## src/rtl/u2a_pkg.sv

```systemverilog
package u2a_pkg;

	// number of value bits taken into the conversion (8 to 64)
	localparam int VALUE_WIDTH = 64;
	// value bits are counted down during the shift phase
	localparam int CNT_W = $clog2(VALUE_WIDTH);

	// digit store: wide enough for the longest decimal result
	localparam int NDIG = 20;
	localparam int DIG_W = 4;
	localparam int STORE_W = NDIG * DIG_W;
	localparam int REM_W = $clog2(NDIG + 1);

	localparam logic [6:0] ASCII_ZERO = 7'd48;
	localparam logic [6:0] ASCII_A_MINUS_TEN = 7'd87;

	// converted number handed from the shifter to the character emitter
	typedef struct packed {
		logic valid;
		logic [STORE_W-1:0] digits;
	} conv_t;

	// one digit to its character, lowercase letters for ten and above
	function automatic logic [6:0] digit_ascii(input logic [DIG_W-1:0] d);
		logic [6:0] c;
		if (d < DIG_W'(10)) begin
			c = ASCII_ZERO + {3'b000, d};
		end else begin
			c = ASCII_A_MINUS_TEN + {3'b000, d};
		end
		return c;
	endfunction

endpackage

```

## src/rtl/unsigned_to_ascii_digits_core.sv

```systemverilog
// unsigned to ascii digits, decimal or lowercase hex
//
// slave side: one beat carries the value in s_tdata and the radix in s_tuser
// (0 decimal, 1 hex). master side: one beat per character, most significant
// digit first, leading zeros dropped, a zero value gives a single '0';
// m_tlast marks the final character of each number.
//
// a value is converted by a shift-and-add-three register (plain shift in hex
// mode), one value bit per cycle. the digit store is then handed to the
// emitter, which drops leading zeros and shifts out one digit per cycle while
// the receiver keeps up, 20 digit slots per number. the converter takes the
// next value while the emitter is still sending.
//
// reset empties both stages and drops m_tvalid. when the receiver stalls the
// character register holds, the emitter waits at its next character, and the
// converter stops once it has a finished number waiting, with s_tready low.
module unsigned_to_ascii_digits_core (
	input  logic clk,
	input  logic arst_n,
	input  logic s_tvalid,
	output logic s_tready,
	input  logic [63:0] s_tdata,  // value[63:0]
	input  logic s_tuser,         // req_type
	output logic m_tvalid,
	input  logic m_tready,
	output logic [7:0] m_tdata,   // digit_char[6:0], zero pad
	output logic m_tlast          // last_char
);
	import u2a_pkg::*;

	conv_t conv;
	logic take;

	u2a_convert u_convert (
		.clk      (clk),
		.arst_n   (arst_n),
		.s_tvalid (s_tvalid),
		.s_tready (s_tready),
		.s_tdata  (s_tdata),
		.s_tuser  (s_tuser),
		.conv     (conv),
		.take     (take)
	);

	u2a_emit u_emit (
		.clk      (clk),
		.arst_n   (arst_n),
		.conv     (conv),
		.take     (take),
		.m_tvalid (m_tvalid),
		.m_tready (m_tready),
		.m_tdata  (m_tdata),
		.m_tlast  (m_tlast)
	);

endmodule

```

## src/rtl/u2a_convert.sv

```systemverilog
module u2a_convert (
	input  logic clk,
	input  logic arst_n,
	input  logic s_tvalid,
	output logic s_tready,
	input  logic [63:0] s_tdata,  // value[63:0]
	input  logic s_tuser,         // req_type (0 decimal, 1 hex)
	output u2a_pkg::conv_t conv,
	input  logic take
);
	import u2a_pkg::*;

	typedef enum logic [1:0] {
		IDLE,
		SHIFT,
		DONE
	} state_t;

	state_t state_q;
	logic [CNT_W-1:0] cnt_q;
	logic hex_q;
	logic [VALUE_WIDTH-1:0] bin_q;
	logic [STORE_W-1:0] bcd_q;
	logic [STORE_W-1:0] adj;
	logic accept;

	assign accept = s_tvalid && s_tready;
	assign s_tready = (state_q == IDLE);
	assign conv.valid = (state_q == DONE);
	assign conv.digits = bcd_q;

	// add three to every decimal digit of five or more before the shift
	always_comb begin
		adj = bcd_q;
		if (!hex_q) begin
			for (int i = 0; i < NDIG; i++) begin
				if (bcd_q[i*DIG_W +: DIG_W] >= DIG_W'(5)) begin
					adj[i*DIG_W +: DIG_W] = bcd_q[i*DIG_W +: DIG_W] + DIG_W'(3);
				end
			end
		end
	end

	always_ff @(posedge clk or negedge arst_n) begin
		if (!arst_n) begin
			state_q <= IDLE;
			cnt_q <= '0;
		end else begin
			case (state_q)
				IDLE: begin
					if (accept) begin
						state_q <= SHIFT;
						cnt_q <= CNT_W'(VALUE_WIDTH - 1);
					end
				end
				SHIFT: begin
					cnt_q <= cnt_q - CNT_W'(1);
					if (cnt_q == '0) begin
						state_q <= DONE;
					end
				end
				DONE: begin
					if (take) begin
						state_q <= IDLE;
					end
				end
				default: state_q <= IDLE;
			endcase
		end
	end

	always_ff @(posedge clk) begin
		if (accept) begin
			bin_q <= s_tdata[VALUE_WIDTH-1:0];
			hex_q <= s_tuser;
			bcd_q <= '0;
		end else if (state_q == SHIFT) begin
			bcd_q <= {adj[STORE_W-2:0], bin_q[VALUE_WIDTH-1]};
			bin_q <= {bin_q[VALUE_WIDTH-2:0], 1'b0};
		end
	end

	a_no_second_accept: assert property (@(posedge clk) disable iff (!arst_n)
		accept |=> !s_tready)
		else $error("input taken while a conversion runs");

	a_shift_to_done: assert property (@(posedge clk) disable iff (!arst_n)
		(state_q == SHIFT && cnt_q == '0) |=> conv.valid)
		else $error("conversion did not finish after the last bit");

	a_hex_top_clear: assert property (@(posedge clk) disable iff (!arst_n)
		(conv.valid && hex_q) |-> (bcd_q[STORE_W-1 -: STORE_W-64] == '0))
		else $error("hex digits above the value width");

	a_dec_digits: assert property (@(posedge clk) disable iff (!arst_n)
		(conv.valid && !hex_q) |->
		(bcd_q[3:0] <= 4'd9 && bcd_q[7:4] <= 4'd9 && bcd_q[79:76] <= 4'd9))
		else $error("decimal digit out of range");

endmodule

```

## src/rtl/u2a_emit.sv

```systemverilog
module u2a_emit (
	input  logic clk,
	input  logic arst_n,
	input  u2a_pkg::conv_t conv,
	output logic take,
	output logic m_tvalid,
	input  logic m_tready,
	output logic [7:0] m_tdata,  // digit_char[6:0], zero pad
	output logic m_tlast         // last_char
);
	import u2a_pkg::*;

	logic busy_q;
	logic started_q;
	logic [REM_W-1:0] rem_q;
	logic [STORE_W-1:0] dig_q;
	logic valid_q;
	logic [6:0] char_q;
	logic last_q;
	logic [DIG_W-1:0] top_dig;
	logic skip;
	logic emit;
	logic out_free;

	assign top_dig = dig_q[STORE_W-1 -: DIG_W];
	// leading zeros are dropped, but the final digit always goes out
	assign skip = busy_q && !started_q && (top_dig == '0) && (rem_q != REM_W'(1));
	assign out_free = !valid_q || m_tready;
	assign emit = busy_q && !skip && out_free;
	assign take = conv.valid && !busy_q;

	assign m_tvalid = valid_q;
	assign m_tdata = {1'b0, char_q};
	assign m_tlast = last_q;

	always_ff @(posedge clk or negedge arst_n) begin
		if (!arst_n) begin
			busy_q <= 1'b0;
			started_q <= 1'b0;
			rem_q <= '0;
			valid_q <= 1'b0;
		end else begin
			if (take) begin
				busy_q <= 1'b1;
				started_q <= 1'b0;
				rem_q <= REM_W'(NDIG);
			end else if (skip || emit) begin
				rem_q <= rem_q - REM_W'(1);
				if (emit) begin
					started_q <= 1'b1;
					if (rem_q == REM_W'(1)) begin
						busy_q <= 1'b0;
					end
				end
			end
			if (emit) begin
				valid_q <= 1'b1;
			end else if (m_tready) begin
				valid_q <= 1'b0;
			end
		end
	end

	always_ff @(posedge clk) begin
		if (take) begin
			dig_q <= conv.digits;
		end else if (skip || emit) begin
			dig_q <= {dig_q[STORE_W-DIG_W-1:0], {DIG_W{1'b0}}};
		end
		if (emit) begin
			char_q <= digit_ascii(top_dig);
			last_q <= (rem_q == REM_W'(1));
		end
	end

	a_rem_range: assert property (@(posedge clk) disable iff (!arst_n)
		busy_q |-> (rem_q != '0 && rem_q <= REM_W'(NDIG)))
		else $error("digit count out of range while busy");

	a_last_ends_run: assert property (@(posedge clk) disable iff (!arst_n)
		(emit && rem_q == REM_W'(1)) |=> (!busy_q && m_tvalid && m_tlast))
		else $error("final digit not flagged as last");

	a_no_skip_after_start: assert property (@(posedge clk) disable iff (!arst_n)
		started_q |-> !skip)
		else $error("inner zero dropped");

endmodule
```

## config.mk

```make
export PLATFORM = sky130hd
export DESIGN_NAME = unsigned_to_ascii_digits_core
export DESIGN_NICKNAME = d
export VERILOG_FILES = /design/src/rtl/u2a_pkg.sv /design/src/rtl/unsigned_to_ascii_digits_core.sv /design/src/rtl/u2a_convert.sv /design/src/rtl/u2a_emit.sv
export SDC_FILE = /design/constraint.sdc
export NUM_CORES = 1
export LEC_CHECK = 0
export ABC_AREA = 1
export BUFFER_PORTS_ARGS = -buffer_cell sky130_fd_sc_hd__buf_2
export CAP_MARGIN = 5
export CELL_PAD_IN_SITES_DETAIL_PLACEMENT = 1
export CELL_PAD_IN_SITES_GLOBAL_PLACEMENT = 1
export CORE_MARGIN = 1
export CORE_UTILIZATION = 46
export CTS_CLUSTER_DIAMETER = 30
export DETAILED_ROUTE_END_ITERATION = 16
export HOLD_SLACK_MARGIN = 0.1
export PLACE_DENSITY = 0.86
export SETUP_SLACK_MARGIN = 0.5
export SLEW_MARGIN = 20
export SYNTH_ARGS = -nofsm -noshare
export SYNTH_HDL_FRONTEND = slang
export SYNTH_SLANG_ARGS = --single-unit
```

## constraint.sdc

```tcl
create_clock -name clk -period 6.4 [get_ports clk]
set_input_delay 1.28 -clock clk [delete_from_list [all_inputs] [get_ports clk]]
set_output_delay 1.28 -clock clk [all_outputs]
set_load 0.005 [all_outputs]
```

== Yosys cells after proc, flatten, opt, wreduce, memory -nomap -nowiden ==
Index checks and enable logic that the tools add are counted.

* Add/sub/neg operators: 24
* Order comparisons: 21
* Equality and inequality tests: 7
* Mux-type cells: 43
* Reductions and logical operators: 26

{| class="wikitable"
|+ Operators with widths
! operator !! count
|-
| 2-to-1 mux 80 bit || 2
|-
| 2-to-1 mux 64 bit || 2
|-
| >= comparator 4 x 3 -> 1 bit (second input constant) || 20
|-
| 2-to-1 mux 79 bit || 1
|-
| adder 4 x 2 -> 4 bit (second input constant) || 19
|-
| 2-to-1 mux 4 bit || 19
|-
| case mux 6 bit (2 select lines) || 1
|-
| nonzero test 2 bit || 6
|-
| 2-to-1 mux 5 bit || 2
|-
| 2-to-1 mux 1 bit || 9
|-
| adder 6 x 4 -> 7 bit (first input constant) || 1
|-
| adder 7 x 4 -> 7 bit (first input constant) || 1
|-
| logical AND 1 bit || 7
|-
| 2-to-1 mux 7 bit || 1
|-
| logical NOT 6 bit || 1
|-
| 2-to-1 mux 2 bit || 3
|-
| 2-to-1 mux 6 bit || 1
|-
| case mux 2 bit (3 select lines) || 1
|-
| AND reduction 3 bit || 2
|-
| subtractor 6 x 1 -> 6 bit (second input constant) || 1
|-
| equality test 5 x 1 -> 1 bit (second input constant) || 1
|-
| inequality test 5 x 1 -> 1 bit (second input constant) || 1
|-
| subtractor 5 x 1 -> 5 bit (second input constant) || 1
|-
| logical NOT 1 bit || 4
|-
| other kinds (11) || 14
|}

* Register bits: 249
* Bits of input ports: 69
* Output and inout port bits: 11
* Word-level logic and storage cells: 133

== Logic depth before layout (Yosys ltp) ==
Gate-level depths: netlist of run 1.

* Word-level depth: 10
* Gate-level depth with buffers: 10

== Hierarchy ==
From an unflattened synthesis of run 1, not the netlist that was laid out.

* Cells, all modules: 1527
* Area, all modules: 12354.3 µm²

{| class="wikitable"
|+ By module, submodules not included
! module !! times used !! cells an instance !! area an instance (µm²) !! seq. area each (µm²)
|-
| u2a_convert || 1 || 1102 || 8076.5 || 3753.6
|-
| u2a_emit || 1 || 425 || 4277.9 || 2842.7
|}

== Worst setup path before layout of run 1 ==
OpenSTA, ideal clock, no wires.

* Path type: input port to flip-flop
* Start: input port m_tready
* End: register u_emit.dig_q[0] (enable)
* Setup time: 0.542 ns
* Arrival: 5.205 ns
* Required time: 5.858 ns
* Slack: 0.652 ns
* Cell stages on the path: 2
* Cell sequence: nor2_1 o211ai_1

* Word-level cells in the longest chain between the ends: 4

{| class="wikitable"
|+ Ends and longest elaborated chain
! what !! RTL line !! source
|-
| start, declared || unsigned_to_ascii_digits_core.sv:25 || <nowiki>input logic m_tready,</nowiki>
|-
| logical OR 1 bit || u2a_emit.sv:28 || <nowiki>assign out_free = !valid_q || m_tready;</nowiki>
|-
| logical AND 1 bit || u2a_emit.sv:29 || <nowiki>assign emit = busy_q && !skip && out_free;</nowiki>
|-
| logical OR 1 bit || u2a_emit.sv:67 || <nowiki>end else if (skip || emit) begin</nowiki>
|-
| nonzero test 2 bit (no source line) || -- ||
|-
| end signal, assigned || u2a_emit.sv:66 || <nowiki>dig_q <= conv.digits;</nowiki>
|-
| end signal, assigned || u2a_emit.sv:68 || <nowiki>dig_q <= {dig_q[STORE_W-DIG_W-1:0], {DIG_W{1'b0}}};</nowiki>
|-
| end, declared || u2a_emit.sv:16 || <nowiki>logic [STORE_W-1:0] dig_q;</nowiki>
|}

Every way passes these cells.
A chain may end at the register's enable or synchronous reset.

== Final worst setup path of run 1 ==
* Start: register u_convert.state_q[1]
* End: register u_convert.bcd_q[55]

* Word-level cells in the longest chain between the ends: 2
* Elaborated cells on any way between the ends: 3

{| class="wikitable"
|+ Ends and longest elaborated chain
! what !! RTL line !! source
|-
| start, declared || u2a_convert.sv:19 || <nowiki>state_t state_q;</nowiki>
|-
| start signal, assigned || u2a_convert.sv:46 || <nowiki>state_q <= IDLE;</nowiki>
|-
| start signal, assigned || u2a_convert.sv:52 || <nowiki>state_q <= SHIFT;</nowiki>
|-
| start signal, assigned || u2a_convert.sv:59 || <nowiki>state_q <= DONE;</nowiki>
|-
| logical NOT 2 bit || u2a_convert.sv:28 || <nowiki>assign s_tready = (state_q == IDLE);</nowiki>
|-
| logical AND 1 bit || u2a_convert.sv:27 || <nowiki>assign accept = s_tvalid && s_tready;</nowiki>
|-
| end signal, assigned || u2a_convert.sv:78 || <nowiki>bcd_q <= {adj[STORE_W-2:0], bin_q[VALUE_WIDTH-1]};</nowiki>
|-
| end, declared || u2a_convert.sv:23 || <nowiki>logic [STORE_W-1:0] bcd_q;</nowiki>
|}

Several ways; a longest one is shown, not always the timed one.

==> out/qor.yml, run 1 <==
cells_and_area:
  final_net_count: 1588
  finalCoreUtilization_pct: 56.58
  area_of_all_sequential_standard_cells_um2: 6596
  multi_input_comb_area_um2: 4504
  final_area_um2: 14330
  post_route_cells_drive_above_1_share_pct: 12.52
  area_growth_pct: 19.65
  fillers: 2949
  diodes: 0
  final_cell_count_no_fill: 1848
  most-common-layout-cells: "nand2_1 (490), edfxtp_1 (153), o21ai_0 (144)"
  most_common_cell_after_layout_fill_and_taps_aside: "nand2_1"
flow_run:
  maxCapViolCount: 0
place:
  routabilityCongestion: 0.7866
  dp_hpwl_um: 18790
  dp.cells: 1747
  placement.io_buffers: 78
  placedInstanceArea_um2: 12460
worst_setup_path:
  sum_of_buffers_and_inverters_on_the_critical_path: 4
  family_with_the_most_delay_on_the_worst_path: "buffers and inverters"
  cp.arrival_ns: 3.77
  cpMaxStageDelayCell: "buf_4"
  cp.required_ns: 6.81
  crit_path_cell_trace: "inv_1 > nand2_1 > buf_4 > inv_2 > buf_4 > o21ai_0 > o21ai_0 > a21oi_1"
  cp-start-kind: "register"
  critical_path.endpoint_type: "register"
  timing_worst_setup_path_type: "reg2reg"
  cp_slowest_stage_delay_ns: 0.63
  worst-path-max-fanout: 51
detailed_routing:
  routed-via-count: 10260
  wirelength_um: 35750
  drtAntennaViolNets: 0
  drt-vias-per-instance: 5.551
  drt-wirelength-per-cell_um: 19.35
  initial_drt_pass_iterations: 5
  drc: 0
  dr.first_iter.drc_count: 657
clock_tree:
  postCtsResizedCells: 0
  cts.path.max_buffers: 3
  cts.repair_timing.setup_buffer_count: 0
  cts_num_sinks: 249
  ctsRootBufferMaster: "clkbuf_16"
  clk_latency_ns: 0.56
  htree_levels: 2
  cts.clk_slew.worst_paths_ns: 0.05
  cts_tree: "built"
  cts_buffers: 54
  cts_hold_buf: 0
timing:
  rsz_0062_raised_after_global_routing: "no"
  post-route-period-util_pct: 52.46
  final_period_minus_worst_setup_slack_ns: 3.357
  finalSetupViolCount: 0
  worst-slew-pin-transition_ns: 1.012
  slew_violations: 0
  slew_headroom_pct: 32.53
  hold_violations: 0
  fin_tns_setup_ns: 0
  fmax_mhz: 297.9
  finalClockSkew_ns: 0.02094
global_routing:
  antenna_found_initial: 0
  grt.busiest_layer: "met2"
  grt_pass1_vias: 11370
  globalRouteOverflowTotal: 0
  grt_use_met3_pct: 5.053
  gr_layer_usage_met1_pct: 30.53
  gr-usage-all-layers_pct: 27.44
  grtUsageMet2_pct: 49.79
  pin_count_of_the_biggest_net_entering_global_routing: 125
  wire_length_of_the_first_global_routing_pass_um: 57750
logic_synthesis:
  post_synth_instance_area_um2: 11980
  ys_dominant_reg_cell: "edfxtp_1"
  synth_nets: 1509
  synth_area_per_cell_um2: 8.591
  netlist_instances: 1394
  yosys_register_bits: 249
  ys_warn_count: 0
  ys_seq_area_share_pct: 55.08
  edff_count_synth: 153
  synth-async-reset-ratio_pct: 6.426
  synth_cell_types: 30
floorplan:
  design.core.area_um2: 25330
  row_count: 58
  chipHeight_um: 163.4
  area_enclosed_by_the_die_boundary_um2: 26680
  fp.dieW_um: 163.4
  io-pin-count: 80
  initial_standard_cell_utilization_of_the_core_pct: 47.29
pwr:
  peakVddDrop_mv: 0.2986
  total_power_after_layout_mw: 5.359
  power.leakage_nw: 6.890
  power_density_nw_per_um2: 374.0
run_status:
  outcome: "completed"
hold_path:
  worstHoldPathType: "reg2reg"
==> per-stage QoR <==
step	hold slack, ns	worst slack, ns
5_1_grt	0.5207	2.855
6_report	0.4767	3.043
4_1_cts	0.4898	3.106
3_3_place_gp	0.4421	3.262
2_1_floorplan	0.4215	0.6522
3_5_place_dp	0.4423	3.223
==> cells by family after synthesis <==
logic type | count (synthesis) | synth area share (%)
AOI/OAI and AO/OA | 232 | 9.862
adders and majority gates | 46 | 4.806
and+or+nand+nor | 669 | 22.62
other | 2 | 0.06271
DFF | 249 | 55.08
xor gates and xnor gates | 3 | 0.2194
buffers and inverters | 193 | 7.355
==> tightest hold or removal path, cell delays in order, from the launching register on <==
cell,delay [ns]
edfxtp_1,0.32
nand2_1,0.06
o21ai_0,0.06
==> worst paths after layout <==
kind                                                       start                               end  slack (ns)  cells past startpoint
worst max-delay path            u_convert.state_q[1]$_DFFE_PN0P_  u_convert.bcd_q[55]$_SDFFE_PP0P_        3.04                      8
worst min-delay path               u_convert.bin_q[63]$_DFFE_PP_   u_convert.bcd_q[0]$_SDFFE_PP0P_        0.48                      2
worst max register to register  u_convert.state_q[1]$_DFFE_PN0P_  u_convert.bcd_q[55]$_SDFFE_PP0P_        3.04                      8
worst min register to register     u_convert.bin_q[63]$_DFFE_PP_   u_convert.bcd_q[0]$_SDFFE_PP0P_        0.48                      2
max in group asynchronous                                 arst_n       u_emit.rem_q[2]$_DFFE_PN0P_        5.45                      1
min in group asynchronous                                 arst_n      u_emit.started_q$_DFFE_PN0P_        0.65                      1
==> flip-flops by register name (all words and copies together) (netlist names), 2 cells and up <==
signal	flops
u_convert.state_q	2
u_emit.dig_q	80
u_emit.rem_q	5
u_convert.bin_q	64
u_convert.bcd_q	80
u_convert.cnt_q	6
u_emit.char_q	7
==> routing by layer <==
layer  vias to the layer above  share of wire, %
li1                       4773                 -
met1                      5038                39
met5                         -                 0
met3                       128               4.5
met4                         0               3.8
met2                       319                53
==> power by group <==
group          switching, mW  internal (mW)  total (mW)
Combinational          0.311          0.136       0.447
Clock                  0.937           1.91        2.85
Sequential            0.0775           1.98        2.06
==> Yosys cell counts, types with 13 or more instances <==
cell type	instances	area, um2
edfxtp_1	153	4594
a21oi_1	51	255.2
inv_1	126	473.0
buf_2	31	155.2
nand2_1	490	1839
nand3_1	123	615.6
clkbuf_1	13	48.80
dfxtp_1	80	1602
ha_1	46	575.6
dfrtp_1	16	400.4
o21ai_0	144	720.7
nor2_1	39	146.4
o21ai_1	24	120.1
==> final cells by class <==
type	count	area share, %
sequential	249	46.03
multi-input combinational	952	31.43
clock buffer	71	10.65
inverter	130	3.440
timing repair buffer	86	3.169
tap	330	2.881
clock inverter	30	2.392
Note: power is estimated with default switching activity, not from simulation.
==> inputs of run 2 (changes only) <==
CORE_UTILIZATION = 42   (was 46)
PLACE_DENSITY = 0.83   (was 0.86)
clock period = 2.9 ns   (was 6.4 ns; I/O delays follow)
==> run 2 against run 1 <==
Compared with the run above: global-route usage is 3.7 points lower; critical path type unchanged; non-clock buffer count grew 10; fmax up 57%; sequential share of layout area is 0.69 points lower; critical path depth is 3 lower; highest routed layer unchanged; routed wire length fell by 4.9%; design area rose by 1.5%; total power increased by 120%; register-to-register slack got worse by 2.3 ns.
==> out/qor.yml, run 2 (synthesized netlist as in run 1, its figures left out) <==
run_status:
  outcome: "completed"  # unchanged
detailed_routing:
  initial_drt_pass_iterations: 4  # was 5
  wirelength_um: 34000  # was 35750 um
  drtAntennaViolNets: 0  # unchanged
  highest_routing_layer_actually_used: "met4"  # unchanged
  wl_met3_um: 1288  # was 1596 um
  routed-via-count: 10080  # was 10260
  dr.first_iter.drc_count: 628  # was 657
  drt-vias-per-instance: 5.290  # was 5.551
  drc: 0  # unchanged
  route.met2.wl_um: 17880  # was 18810 um
  m1WireLength_um: 13840  # was 13980 um
  drt-wirelength-per-cell_um: 17.85  # was 19.35 um
cells_and_area:
  diodes: 0  # unchanged
  final_net_count: 1597  # was 1588
  most-common-layout-cells: "nand2_1 (490), edfxtp_1 (153), o21ai_0 (144)"  # unchanged
  post_route_cells_drive_above_1_share_pct: 13.03  # was 12.52%
  multi_input_comb_area_um2: 4512  # was 4504 um2
  area_growth_pct: 21.46  # was 19.65%
  area_of_all_sequential_standard_cells_um2: 6596  # unchanged
  most_common_cell_after_layout_fill_and_taps_aside: "nand2_1"  # unchanged
  top_registers: "u_convert.bcd_q x80, u_emit.dig_q x80, u_convert.bin_q x64"  # unchanged
  final_cell_count_no_fill: 1905  # was 1848
  fillers: 3255  # was 2949
pwr:
  power_frac_clock_pct: 53.4  # was 53.2%
  switching_share_of_total_power_pct: 24.34  # was 24.73%
  power_density_nw_per_um2: 810.2  # was 374.0 nW/um2
  power.share.sequential_pct: 38.5  # about the same
  peakVddDrop_mv: 0.5727  # was 0.2986 mV
  cellInternalPower_mw: 8.917  # was 4.034 mW
  total_switching_power_mw: 2.869  # was 1.325 mW
  comb_power_share_pct: 8.1  # was 8.3%
  power.leakage_nw: 6.934  # was 6.890 nW
global_routing:
  gr-usage-all-layers_pct: 23.79  # was 27.44%
  wire_length_of_the_first_global_routing_pass_um: 55230  # was 57750 um
  globalRouteOverflowTotal: 0  # unchanged
  antenna_found_initial: 0  # unchanged
  pin_count_of_the_biggest_net_entering_global_routing: 160  # was 125
  grt_pass1_vias: 10910  # was 11370
floorplan:
  fp.dieW_um: 170.9  # was 163.4 um
  design.core.area_um2: 27930  # was 25330 um2
  io-pin-count: 80  # unchanged
  row_count: 61  # was 58
  initial_standard_cell_utilization_of_the_core_pct: 42.87  # was 47.29%
  area_enclosed_by_the_die_boundary_um2: 29190  # was 26680 um2
  chipHeight_um: 170.9  # was 163.4 um
timing:
  slew_headroom_pct: 45.36  # was 32.53%
  rsz_0062_raised_after_global_routing: "no"  # unchanged
  post-route-period-util_pct: 73.65  # was 52.46%
  fmax_mhz: 468.2  # was 297.9 MHz
  slew_violations: 0  # unchanged
  final_period_minus_worst_setup_slack_ns: 2.136  # was 3.357 ns
  hold_violations: 0  # unchanged
  fin_tns_setup_ns: 0  # unchanged
  finalClockSkew_ns: 0.01091  # was 0.02094 ns
  finalSetupViolCount: 0  # unchanged
  worst-slew-pin-transition_ns: 0.8195  # was 1.012 ns
worst_setup_path:
  cp.required_ns: 3.30  # was 6.81 ns
  regToRegSetupSlack_ns: 0.76  # was 3.04 ns
  cp.arrival_ns: 2.54  # was 3.77 ns
  cp-start-kind: "register"  # unchanged
  critical_path.endpoint_type: "register"  # unchanged
  timing_worst_setup_path_type: "reg2reg"  # unchanged
  worst-path-max-fanout: 32  # was 51
place:
  dp_hpwl_um: 18580  # was 18790 um
  routabilityCongestion: 0.7872  # was 0.7866
  dp.cells: 1804  # was 1747
  placement.io_buffers: 78  # unchanged
clock_tree:
  ctsRootBufferMaster: "clkbuf_16"  # unchanged
  cts_buffers: 53  # was 54
  htree_levels: 2  # unchanged
  cts_tree: "built"  # unchanged
  cts.repair_timing.setup_buffer_count: 0  # unchanged
  cts_num_sinks: 249  # unchanged
  cts.path.max_buffers: 3  # unchanged
  clk_latency_ns: 0.56  # about the same
  postCtsResizedCells: 0  # unchanged
  cts.clk_slew.worst_paths_ns: 0.05  # about the same
hold_path:
  worstHoldPathType: "in2reg"  # was reg2reg
flow_run:
  maxCapViolCount: 0  # unchanged
run 2: what timing repair did:
item / 4_1_cts / 5_1_grt
setup endpoints to repair: 0 / 0
hold endpoints to repair: 16 / 0
hold buffers: 1 / 0
run 2: path summary, 6_finish.rpt:
path | endpoint | cells after the start | start
max in group asynchronous | u_convert.cnt_q[3]$_DFFE_PN0P_ | 2 | arst_n
min in group asynchronous | u_emit.m_tvalid$_DFFE_PN0P_ | 2 | arst_n
setup reg to reg | u_convert.bcd_q[42]$_SDFFE_PP0P_ | 5 | u_convert.state_q[0]$_DFFE_PN0P_
setup / recovery | u_convert.bcd_q[42]$_SDFFE_PP0P_ | 5 | u_convert.state_q[0]$_DFFE_PN0P_
hold / removal | u_convert.hex_q$_DFFE_PP_ | 1 | s_tuser
hold reg to reg | u_convert.bcd_q[0]$_SDFFE_PP0P_ | 2 | u_convert.bin_q[63]$_DFFE_PP_
run 2: critical path, stage by stage, from the launching register on:
cell and delay (ns):
dfrtp_1 0.41, nor2_1 0.23, nand2_2 0.27, nand2_4 0.41
buf_4 0.46, o21ai_0 0.19
run 2: cell type report:
cell class / instances / share of cell area (%)
clock inverters: 37 / 3.337
well taps: 378 / 3.251
repair buffers: 96 / 4.146
inverters: 130 / 3.389
flip-flops and latches: 249 / 45.35
clock buffers: 63 / 9.513
multi-input cells: 952 / 31.02
run 2: power by group through the flow:
stage	registers [mW]	logic [mW]	clock network, mW
detailed placement	4.59	0.930	0
finish	4.54	0.950	6.29
global route	4.57	1.08	6.54
global placement	4.57	0.888	0
CTS	4.54	0.964	6.37
floorplan	4.62	0.599	0
run 2: metrics by stage:
step                hold slack [ns]  utilization (%)  area (um2)  setup WS [ns]  power (mW)
detailed placement           0.4465            45.35       12670         0.8731       5.518
finish                       0.2096            52.07       14550         0.7642       11.79
CTS                          0.1942            52.07       14550         0.8202       11.88
global route                 0.2021            52.07       14550         0.6813       12.19
floorplan                    0.2844                -       11980         -2.135       5.215
global placement             0.4386            45.35       12670         0.9335       5.458
run 2: routing by layer:
layer | track usage [%] | vias up
li1 | - | 4811
met2 | 44.22 | 221
met5 | 0 | -
met3 | 3.909 | 81
met4 | 9.433 | 0
met1 | 26.99 | 4965
